**config.mk**
```make
export PLATFORM = sky130hd
export DESIGN_NAME = irc_color_code_stripper_unit
export DESIGN_NICKNAME = d
export VERILOG_FILES = /design/src/irc_ccs_pkg.sv /design/src/irc_color_code_stripper_unit.sv
export SDC_FILE = /design/constraint.sdc
export NUM_CORES = 1
export LEC_CHECK = 0
export ABC_AREA = 1
export BUFFER_PORTS_ARGS = -buffer_cell sky130_fd_sc_hd__buf_2
export CAP_MARGIN = 20
export CORE_ASPECT_RATIO = 1.2
export CORE_UTILIZATION = 45
export DETAILED_ROUTE_END_ITERATION = 7
export HOLD_SLACK_MARGIN = 0.1
export SETUP_SLACK_MARGIN = 0.4
export SLEW_MARGIN = 20
export SYNTH_ARGS = -nofsm -noshare
export SYNTH_HDL_FRONTEND = slang
export SYNTH_SLANG_ARGS = --single-unit
```
**constraint.sdc**
```tcl
create_clock -name clk -period 3.3 [get_ports clk]
set_input_delay 0.495 -clock clk [delete_from_list [all_inputs] [get_ports clk]]
set_output_delay 0.495 -clock clk [all_outputs]
set_load 0.05 [all_outputs]
```
**src/irc_ccs_pkg.sv**
```systemverilog
// Package for the IRC color code stripper: payload types, control codes, byte judge function.
`default_nettype none
package irc_ccs_pkg;

  // Control codes of the IRC formatting set, plus comma, NUL and digit bounds
  localparam logic [7:0] CH_COLOR   = 8'h03;
  localparam logic [7:0] CH_BEEP    = 8'h07;
  localparam logic [7:0] CH_RESET   = 8'h0F;
  localparam logic [7:0] CH_REVERSE = 8'h16;
  localparam logic [7:0] CH_BOLD    = 8'h02;
  localparam logic [7:0] CH_UNDER   = 8'h1F;
  localparam logic [7:0] CH_ITALIC  = 8'h1D;
  localparam logic [7:0] CH_HIDDEN  = 8'h08;
  localparam logic [7:0] CH_COMMA   = 8'h2C;
  localparam logic [7:0] CH_NUL     = 8'h00;
  localparam logic [7:0] CH_ZERO    = 8'h30;
  localparam logic [7:0] CH_NINE    = 8'h39;

  // Number of color digits armed by a color introducer or a comma
  localparam logic [1:0] COLOR_DIGITS = 2'd2;

  // Result queue depth and occupancy width
  localparam int QDEPTH  = 4;
  localparam int QCNT_W  = $clog2(QDEPTH + 1);

  typedef struct packed {
    logic [7:0] in_byte;
    logic       last;
  } in_item_t;

  typedef struct packed {
    logic [7:0] out_byte;
    logic       out_valid;
    logic       end_of_message;
  } res_item_t;

  // Per-message parsing state
  typedef struct packed {
    logic [1:0] digits_left;
    logic       in_background;
    logic       hidden_on;
  } parse_state_t;

  typedef struct packed {
    logic         keep;
    parse_state_t st;
  } judge_t;

  function automatic logic is_digit(input logic [7:0] c);
    return (c >= CH_ZERO) && (c <= CH_NINE);
  endfunction

  // Judge byte c given its lookahead nx; returns keep flag and updated state
  function automatic judge_t judge_byte(input logic [7:0] c, input logic [7:0] nx,
                                        input parse_state_t st, input logic hide_en);
    judge_t r;
    r.st   = st;
    r.keep = 1'b0;
    if (st.digits_left != 2'd0 &&
        (is_digit(c) || (c == CH_COMMA && is_digit(nx) && !st.in_background))) begin
      if (nx != CH_COMMA) begin
        r.st.digits_left = st.digits_left - 2'd1;
      end
      if (c == CH_COMMA) begin
        r.st.digits_left   = COLOR_DIGITS;
        r.st.in_background = 1'b1;
      end
    end else begin
      r.st.digits_left   = 2'd0;
      r.st.in_background = 1'b0;
      case (c)
        CH_COLOR: begin
          r.st.digits_left = COLOR_DIGITS;
        end
        CH_BEEP, CH_RESET, CH_REVERSE, CH_BOLD, CH_UNDER, CH_ITALIC: begin
          r.keep = 1'b0;
        end
        CH_HIDDEN: begin
          r.st.hidden_on = ~st.hidden_on;
        end
        default: begin
          r.keep = ~(st.hidden_on & hide_en);
        end
      endcase
    end
    return r;
  endfunction

endpackage
`default_nettype wire

```
**src/irc_color_code_stripper_unit.sv**
```systemverilog
// IRC color code stripper: one byte of lookahead, formatting removal, result queue.
//
//  channel | signals                        | payload
//  --------+--------------------------------+-------------------------------------
//  in      | in_valid, in_ready, in_item    | in_byte, last
//  res     | res_valid, res_ready, res_item | out_byte, out_valid, end_of_message
//  cfg     | cfg_valid, cfg_ready, cfg_data | hide_en
//
// One byte is judged per cycle while in_ready is high, against the held byte; a final byte
// also judges itself against NUL, so a last transaction can push two results.
// Results go into a 4-entry queue; input is taken while at least two slots are
// free, so ordinary bytes flow at one per cycle while the res side keeps up.
// Reset (rst, synchronous) empties the queue and clears all parsing state.
// A stalled res side fills the queue and then drops in_ready.
`default_nettype none
module irc_color_code_stripper_unit (
  input  wire                      clk,
  input  wire                      rst,
  input  wire                      in_valid,
  output logic                     in_ready,
  input  irc_ccs_pkg::in_item_t    in_item,
  output logic                     res_valid,
  input  wire                      res_ready,
  output irc_ccs_pkg::res_item_t   res_item,
  input  wire                      cfg_valid,
  output logic                     cfg_ready,
  input  wire                      cfg_data
);
  import irc_ccs_pkg::*;

  logic              hide_en;
  logic [7:0]        held_byte;
  logic              held_valid;
  parse_state_t      pstate;
  res_item_t         q [QDEPTH];
  logic [QCNT_W-1:0] count;

  logic              in_acc;
  logic              pop;
  judge_t            j0;
  judge_t            j1;
  parse_state_t      st_mid;
  logic              push0;
  logic              push1;
  res_item_t         e0;
  res_item_t         e1;
  res_item_t         q_next [QDEPTH];
  logic [QCNT_W-1:0] base;
  logic [QCNT_W-1:0] count_next;

  // Handshakes
  assign cfg_ready = 1'b1;
  assign res_valid = (count != '0);
  assign res_item  = q[0];
  assign in_ready  = (count <= QCNT_W'(QDEPTH - 2));
  assign in_acc    = in_valid & in_ready;
  assign pop       = res_valid & res_ready;

  // Judge held byte against the new byte, then the final byte against NUL
  always_comb begin
    j0     = judge_byte(held_byte, in_item.in_byte, pstate, hide_en);
    st_mid = held_valid ? j0.st : pstate;
    j1     = judge_byte(in_item.in_byte, CH_NUL, st_mid, hide_en);
    push0  = in_acc & held_valid & j0.keep;
    push1  = in_acc & in_item.last;
    e0.out_byte       = held_byte;
    e0.out_valid      = 1'b1;
    e0.end_of_message = 1'b0;
    e1.out_byte       = j1.keep ? in_item.in_byte : 8'h00;
    e1.out_valid      = j1.keep;
    e1.end_of_message = 1'b1;
  end

  // Result queue: shift on pop, append up to two entries
  always_comb begin
    base = count - QCNT_W'(pop);
    for (int i = 0; i < QDEPTH; i++) begin
      if (pop && i + 1 < QDEPTH) begin
        q_next[i] = q[i + 1];
      end else begin
        q_next[i] = q[i];
      end
      if (push0 && base == QCNT_W'(i)) begin
        q_next[i] = e0;
      end
      if (push1 && !push0 && base == QCNT_W'(i)) begin
        q_next[i] = e1;
      end
      if (push1 && push0 && base + QCNT_W'(1) == QCNT_W'(i)) begin
        q_next[i] = e1;
      end
    end
    count_next = base + QCNT_W'(push0) + QCNT_W'(push1);
  end

  always_ff @(posedge clk) begin
    q <= q_next;
  end

  // Control and parsing state
  always_ff @(posedge clk) begin
    if (rst) begin
      count      <= '0;
      hide_en    <= 1'b0;
      held_valid <= 1'b0;
      held_byte  <= 8'h00;
      pstate     <= '0;
    end else begin
      count <= count_next;
      if (cfg_valid) begin
        hide_en <= cfg_data;
      end
      if (in_acc) begin
        if (in_item.last) begin
          held_valid <= 1'b0;
          held_byte  <= 8'h00;
          pstate     <= '0;
        end else begin
          held_valid <= 1'b1;
          held_byte  <= in_item.in_byte;
          pstate     <= st_mid;
        end
      end
    end
  end

endmodule
`default_nettype wire
```
==> results of run 1 <==
-- power breakdown --
part           switching [mW]  internal (mW)
sequential             0.0799           1.07
combinational           0.859          0.344
clock                   0.312          0.347
-- state kept, by name, summed over array words and instances (netlist names) --
signal	cells
pstate	4
held_byte	8
hide_en	1
count	3
held_valid	1
res_item	10
q	30
-- logic make-up (layout without fill, tap and decap cells) --
group	count (synthesis)	after routing	share of synthesized area, %
compound gates	76	76	11.9
xor+xnor	4	4	0.997
fa+ha+maj	7	7	2.71
buf+inv	69	87	10.3
flops	57	57	42.7
mux	1	1	0.285
other cells	1	1	0.107
simple gates	234	234	31.0
-- metal layers --
| layer | up-vias | wire length (µm) | track usage [%] |
|---|---|---|---|
| li1 | 1519 | - | - |
| met1 | 1319 | 3430 | 26.1 |
| met2 | 61 | 3600 | 33.1 |
| met3 | 11 | 227 | 5.09 |
| met4 | 0 | 112 | 5.31 |
| met5 | - | 0 | 0 |
-- cells in the mapped netlist, drive strengths merged (6+ instances only) --
cell type / number
inv: 41
a21oi: 18
nor2: 34
clkbuf: 8
dfxtp: 21
nand3: 46
buf: 20
edfxtp: 36
nand4: 12
nand2: 132
o21ai: 52
nor3: 8
ha: 6
-- worst max-delay path, stage by stage (launching register included) --
cell and delay, ns:
dfxtp_1 0.36, nor2_1 0.20, a21boi_2 0.09, ha_1 0.19
ha_1 0.30, nor2_1 0.19, ha_1 0.30, nor2_1 0.13
nand4_1 0.15, nand2_4 0.15, inv_1 0.07, o21ai_0 0.08
buf_4 0.20
-- layout make-up --
| class | instances | area [µm²] | area share, % |
|---|---|---|---|
| well taps | 90 | 113 | 2.96 |
| clock buffers | 9 | 124 | 3.25 |
| multi-input cells | 323 | 1680 | 44.1 |
| repair buffers | 30 | 160 | 4.20 |
| clock inverters | 7 | 71.3 | 1.87 |
| flip-flops and latches | 57 | 1500 | 39.4 |
| inverters | 41 | 161 | 4.24 |
-- metrics by stage --
step | worst slack, ns | cell area (µm²) | util (%) | std cells | hold WS (ns)
CTS | 0.429 | 3780 | 51.1 | 556 | 0.414
detailed placement | 0.241 | 3580 | 48.4 | 540 | 0.443
global placement | 0.309 | 3580 | 48.4 | 540 | 0.448
finish | 0.594 | 3810 | 51.5 | 557 | 0.413
global route | 0.374 | 3810 | 51.5 | 557 | 0.428
floorplan | 0.424 | 3520 | - | 449 | 0.430
-- what timing repair did --
item | 4_1_cts | 5_1_grt
endpoints found under the setup margin | 9 | 43
buffers inserted | 0 | 1
pin swaps | 0 | 2
gates resized for setup | 1 | 4
-- path summary, 6_finish.rpt --
kind	startpoint	to	slack, ns
max	count[2]$_SDFF_PP0_	q[2]$_DFFE_PP_	0.59
min reg2reg	res_item[0]$_SDFFE_PP1P_	res_item[0]$_SDFFE_PP1P_	0.46
max reg2reg	count[2]$_SDFF_PP0_	q[2]$_DFFE_PP_	0.59
min	cfg_data	hide_en$_SDFFE_PP0P_	0.41
==> run metrics, run 1 <==
synth-to-layout area growth=8.40%; minimum clock period=2.71 ns; EDFF count, synth=36; Top FF cell, synth=edfxtp_1; Slew Limit Headroom=53.1%; Initial Util=47.5%; Die H=98.8 µm; Cell Area, Synth=3510 µm²; TritonCTS Buffers=9; asr flop ratio synth=0%; most frequent cells in the layout=118 x nand2_1, 40 x nand3_1, 36 x edfxtp_1; kind of critical path=flop to flop; Worst Path Required=3.35 ns; Via density=5.22; TritonCTS Sinks=57; clock buffer depth=2; Yosys top cell area share=30.8%; hold path depth=3; Crit Path Max Fanout=9; drt pass-1 iters=4; dpl hpwl=5.67 mm; Routed wire per std cell=13.2 µm; worst-margin pin slew=0.701 ns; final hold vios=0; FMAX=370 MHz; initial antenna violation count=0; Die W=82.7 µm; diode count=0; initial DRC count=123; filler instances=707; setup TNS=0 ns; status=finished, final reports clean; Worst Skew=0.00925 ns; Peak VDD IR=0.000447 V; via count=2,910; Rows=34; H-Tree Depth=3; Worst EP arrival=2.75 ns; crit end category=flop; Final period util=82.0%; DRT Wirelength=7.37 mm; largest area contributor in the netlist=edfxtp_1; Worst-path clk slew=0.07 ns; pin count of the biggest net entering global routing=19; Total Nets Final=484; RSZ-0062 raised after global routing=no; DRC=0; Mapped Cells=449; Setup-failing EPs final=0; Net Count, Synth=471; first-pass GRT wire length=12.5 mm; CTS tree=done; main area contributors after synthesis=edfxtp_1 31%, nand2_1 13%, dfxtp_1 12%; yosys warns=0; hold_buf cts=0; worst-skew pair later-pin latency=0.34 ns; MaxCap Viol Count=0; Worst Hold Class=input pin to flop; max-slew violations=0; Antenna Violating Nets Remaining=0; die area=8170 µm²; share of cells above drive strength 1=18.8%; Yosys reg bits=57; core area=7400 µm²; GRT Total Usage=20.2%; most common cell after layout, fill and taps aside=nand2_1; P_leak=1.68 nW; I/O pins=28; Synth Area per Inst=7.83 µm²; vias in the first global route=2,634; GP Congestion=0.847; Worst Reg-to-Reg Cells=12; Synth cell types=39; crit path launch type=flop; PortBufs=26; Pwr Total=3.01 mW; Cell Pwr Density=791 nW/µm²; Congestion Overflow GR=0; root buffer cell=clkbuf_8; share of the yosys chip area belonging to registers=42.7%
(Power assumes the default switching activity.)
==> run 2, diff against run 1 <==
clock period = 2.6 ns   (was 3.3 ns; I/O delays follow)
==> run 2 against run 1 <==
  * Via count up 3.5%
  * Routed wire length rose by 11%
  * First-iteration DRC count rose by 1.6%
  * Critical path depth unchanged
  * Sequential share of layout area fell by 4.1 points
  * Worst setup slack worse by 0.23 ns
  * Global-route usage is 2.0 points higher
  * Fmax increased by 21%
  * Clock-buffer cell count is the same
  * Largest cell class unchanged
==> run metrics, run 2 (same netlist as run 1, synthesis figures left out) <==
status=finished, final reports clean; Final period util=86.1%; TritonCTS Sinks=57; worst-margin pin slew=0.752 ns; worst-skew pair later-pin latency=0.34 ns; clock buffer depth=2; Peak VDD IR=0.000592 V; Crit Path Max Fanout=15; P_leak=1.87 nW; Worst-path clk slew=0.07 ns; Final Util=58.7%; GRT Total Usage=22.2%; Total Nets Final=506; root buffer cell=clkbuf_8; RSZ-0062 raised after global routing=yes; I/O pins=28; DRT Wirelength=8.17 mm; RR Startpoint=count[2]$_SDFF_PP0_; met3 Track Usage GR=3.80%; Pwr Total=4.49 mW; H-Tree Depth=3; dpl hpwl=5.79 mm; R2R Setup Slk=0.36 ns; Initial Util=47.5%; Die H=98.8 µm; max FFs per register=30; crit path launch type=flop; global routing usage on met2=36.6%; crit end category=flop; minimum clock period=2.24 ns; Slew Limit Headroom=49.7%; most common cell after layout, fill and taps aside=nand2_1; GP Congestion=0.857; share of cells above drive strength 1=30.9%; vias in the first global route=2,744; TritonCTS Buffers=9; DRC=0; setup TNS=0 ns; met1 Use GR=28.3%; reg2reg end=q[11]$_DFFE_PP_; most flop-heavy register=q; MaxCap Viol Count=0; Congestion Overflow GR=0; busiest metal layer after global routing=met2; post-placement setup slack=0.0510 ns; pin count of the biggest net entering global routing=19; Antenna Violating Nets Remaining=0; Rows=34; Die W=82.7 µm; via count=3,013; Worst EP arrival=2.30 ns; final instance area=4340 µm²; WHS=0.290 ns; diode count=0; Final WS setup=0.361 ns; initial DRC count=125; max-slew violations=0; placed inst area=3750 µm²; Via density=5.20; drt pass-1 iters=4; Worst Path Required=2.66 ns; Routed wire per std cell=14.1 µm; synth-to-layout area growth=23.6%; crit path from=count[2]$_SDFF_PP0_; non-filler instance count after layout=579; Cell Pwr Density=1030 nW/µm²; final hold vios=0; Setup-failing EPs final=0; first-pass GRT wire length=13.5 mm; FMAX=447 MHz; die area=8170 µm²; kind of critical path=flop to flop; Worst Setup EP=q[11]$_DFFE_PP_; Worst Skew=0.00681 ns; Worst Reg-to-Reg Cells=12; Worst Hold Class=input pin to flop; PortBufs=26; CTS tree=done; Placed Cells=542; most frequent cells in the layout=116 x nand2_1, 36 x edfxtp_1, 34 x nand3_1; core area=7400 µm²; initial antenna violation count=0
## run 2: changes by cell type in the layout (fill, tap and decap cells not counted), sizes merged
cell      delta
clkinv       -2
clkinvlp     -1
o21ai        +1
inv          +1
bufinv       +2
buf         +20
nand3        +1
## run 2: worst min path at each step
stage | from | slack (ns) | depth (start not counted) | to
6_report | cfg_data | 0.29 | 3 | hide_en$_SDFFE_PP0P_
5_1_grt | cfg_data | 0.29 | 3 | hide_en$_SDFFE_PP0P_
4_1_cts | cfg_data | 0.27 | 3 | hide_en$_SDFFE_PP0P_
3_5_place_dp | res_item[0]$_SDFFE_PP1P_ | 0.44 | 2 | res_item[0]$_SDFFE_PP1P_
3_3_place_gp | res_item[0]$_SDFFE_PP1P_ | 0.44 | 2 | res_item[0]$_SDFFE_PP1P_
2_1_floorplan | q[10]$_SDFFE_PP1P_ | 0.43 | 2 | q[10]$_SDFFE_PP1P_
## run 2: timing repair
action / in CTS / in global routing
setup endpoints to repair: 76 / 74
setup buffers: 17 / 2
gates cloned: 2 / 0
hold buffers: 0 / 0
gates resized for setup: 34 / 23
pin swaps: 17 / 12
## run 2: cell type report
type	count	area, µm²
Clock buffer	9	124
Clock inverter	7	125
Fill cell	669	3060
Inverter	41	183
Multi-Input combinational cell	325	1940
Sequential cell	57	1530
Tap cell	90	113
Timing Repair Buffer	50	329
## run 2: critical path, stage by stage (launching register included)
cell and delay, ns:
dfxtp_4 0.36, nor2_4 0.13, a21boi_4 0.07, ha_4 0.16, ha_4 0.17, xnor2_4 0.16, inv_4 0.08, ha_4 0.24
nor3_2 0.15, nand4_1 0.11, nand2_2 0.15, inv_6 0.09, nand2_8 0.09
## run 2: metal layers
| layer | vias up | wire length (µm) |
|---|---|---|
| met5 | - | 0 |
| met4 | 0 | 160 |
| met3 | 13 | 240 |
| met2 | 62 | 4140 |
| met1 | 1365 | 3630 |
| li1 | 1573 | - |
## run 2: report_power, final
group          total (mW)  internal, mW  switching [mW]
clock network        1.04         0.646           0.395
logic                1.97         0.676            1.29
registers            1.48          1.37           0.114
total                4.49          2.69            1.80
==> run 3, diff against run 2 <==
ABC_CLOCK_PERIOD_IN_PS = 2150   (was not set)
clock period = 2.15 ns   (was 2.6 ns; I/O delays follow)
==> run 3 against run 2 <==
  * The run now ends with setup timing left
  * Register-to-register slack worse by 0.44 ns
  * Worst setup slack worse by 0.44 ns
  * Non-clock buffer count up 49
  * Global-route usage up 0.58 points
  * Clock-buffer cell count unchanged
  * Combinational power up 49%
  * Flip-flop and latch count unchanged
  * Cell area up 12%
  * Critical endpoint is now q[18]$_DFFE_PP_
==> run metrics, run 3 (same netlist as run 1, synthesis figures left out) <==
initial DRC count=87; Worst EP arrival=2.41 ns; Die H=98.8 µm; Crit Path Max Fanout=7; Final WS setup=-0.0748 ns; Congestion Overflow GR=0; Worst-path clk slew=0.07 ns; GP Congestion=0.839; status=complete, but fails checks; Initial Util=47.5%; kind of critical path=flop to flop; Rows=34; max FFs per register=30; diode count=0; most common cell after layout, fill and taps aside=nand2_1; H-Tree Depth=3; Antenna Violating Nets Remaining=0; most frequent cells in the layout=115 x nand2_1, 60 x buf_4, 37 x nand3_1; final hold vios=0; worst-skew pair later-pin latency=0.34 ns; crit path from=count[1]$_SDFF_PP0_; vias in the first global route=3,040; PortBufs=26; pin count of the biggest net entering global routing=19; Max stage delay on crit path=0.35 ns; most flop-heavy register=q; via count=3,252; FMAX=449 MHz; synth-to-layout area growth=38.3%; Worst Reg-to-Reg Cells=13; TritonCTS Buffers=9; post-placement setup slack=-0.139 ns; CTS tree=done; clock buffer depth=2; RR Startpoint=count[1]$_SDFF_PP0_; DRT Wirelength=8.88 mm; TritonCTS Sinks=57; initial antenna violation count=0; crit end category=flop; I/O pins=28; P_leak=2.12 nW; Final period util=103%; Cell Pwr Density=1170 nW/µm²; dpl hpwl=6.17 mm; core area=7400 µm²; Via density=5.15; Setup-failing EPs final=38; filler instances=627; DRC=0; WHS=0.209 ns; failing checks=setup timing; root buffer cell=clkbuf_8; Total Nets Final=559; RSZ-0062 raised after global routing=yes; crit path launch type=flop; minimum clock period=2.22 ns; slowest CP cell=dfxtp_4; most numerous cell on the critical path=ha_4; Pwr Total=5.69 mW; Worst Path Required=2.34 ns; Peak VDD IR=0.000813 V; share of cells above drive strength 1=38.4%; Worst Skew=0.00653 ns; Worst Setup EP=q[18]$_DFFE_PP_; Routed wire per std cell=14.0 µm; GRT Total Usage=22.8%; hold path depth=3; Die W=82.7 µm; max-slew violations=0; die area=8170 µm²; reg2reg end=q[18]$_DFFE_PP_; first-pass GRT wire length=14.3 mm; crit-path cells=nor2_4 > a21boi_4 > ha_4 > ha_4 > xnor2_4 > inv_2 > ha_4 > nor3_2 > nand4_1 > nand2_4 > buf_12 > clkinv_8 > o21ai_1; hold_buf cts=0; Worst Hold Class=input pin to flop; R2R Setup Slk=-0.07 ns; MaxCap Viol Count=0; drt pass-1 iters=5
[run 3: cell types whose count changed in the layout (fill, tap and decap cells not counted), sizes merged]
| cell | previous run | this run |
|---|---|---|
| bufinv | 3 | 1 |
| buf | 50 | 99 |
| inv | 42 | 41 |
| nand2 | 132 | 135 |
| clkinv | 2 | 6 |
[run 3: how the worst min path moves through the flow]
stage                                         from                        to  slack, ns
after floorplan                 q[10]$_SDFFE_PP1P_        q[10]$_SDFFE_PP1P_       0.43
after global placement    res_item[0]$_SDFFE_PP1P_  res_item[0]$_SDFFE_PP1P_       0.44
after detailed placement  res_item[0]$_SDFFE_PP1P_  res_item[0]$_SDFFE_PP1P_       0.44
after CTS                                 cfg_data      hide_en$_SDFFE_PP0P_       0.21
after global routing                      cfg_data      hide_en$_SDFFE_PP0P_       0.23
final                                     cfg_data      hide_en$_SDFFE_PP0P_       0.21
[run 3: per-stage QoR]
step	cells	instance area (µm²)	utilization [%]	TNS, ns
after floorplan	449	3700	-	-8.50
after global placement	596	4200	56.7	-2.74
after detailed placement	596	4200	56.7	-4.84
after CTS	623	4620	62.5	-2.05
after global routing	632	4860	65.7	-9.09
final	632	4860	65.7	-1.14
[run 3: area by class of cell]
type / instances / area, µm² / area share, %
clock buffer: 9 / 124 / 2.55
tap: 90 / 113 / 2.32
multi-input combinational: 328 / 2050 / 42.3
clock inverter: 7 / 61.3 / 1.26
timing repair buffer: 99 / 772 / 15.9
sequential: 57 / 1530 / 31.5
inverter: 41 / 189 / 3.89
timing repair inverter: 1 / 16.3 / 0.335
[run 3: critical path: cells and delay by family, from the launching register on]
kind                     cells  cell delay, ns
adder cells (fa/ha/maj)      3            0.56
AND/OR/NAND/NOR              4            0.52
flip-flops                   1            0.35
buffers and inverters        3            0.26
AO/OA/AOI/OAI                2            0.21
XOR/XNOR                     1            0.15
[run 3: timing repair]
item,4_1_cts,5_1_grt
gates resized for setup,49,42
pin swaps,17,26
setup endpoints to repair,79,80
buffers inserted,8,6
cloned,3,3
hold endpoints to repair,0,0
[run 3: power by group]
part / internal, mW / switching (mW) / total, mW
Combinational: 1.15 / 1.80 / 2.94
Sequential: 1.65 / 0.125 / 1.78
Clock: 0.522 / 0.447 / 0.969
[run 3: layer usage]
layer	track usage [%]	wire length, µm
met5	0	0
met4	8.09	139
met3	3.89	269
met2	38.7	4680
met1	28.5	3790
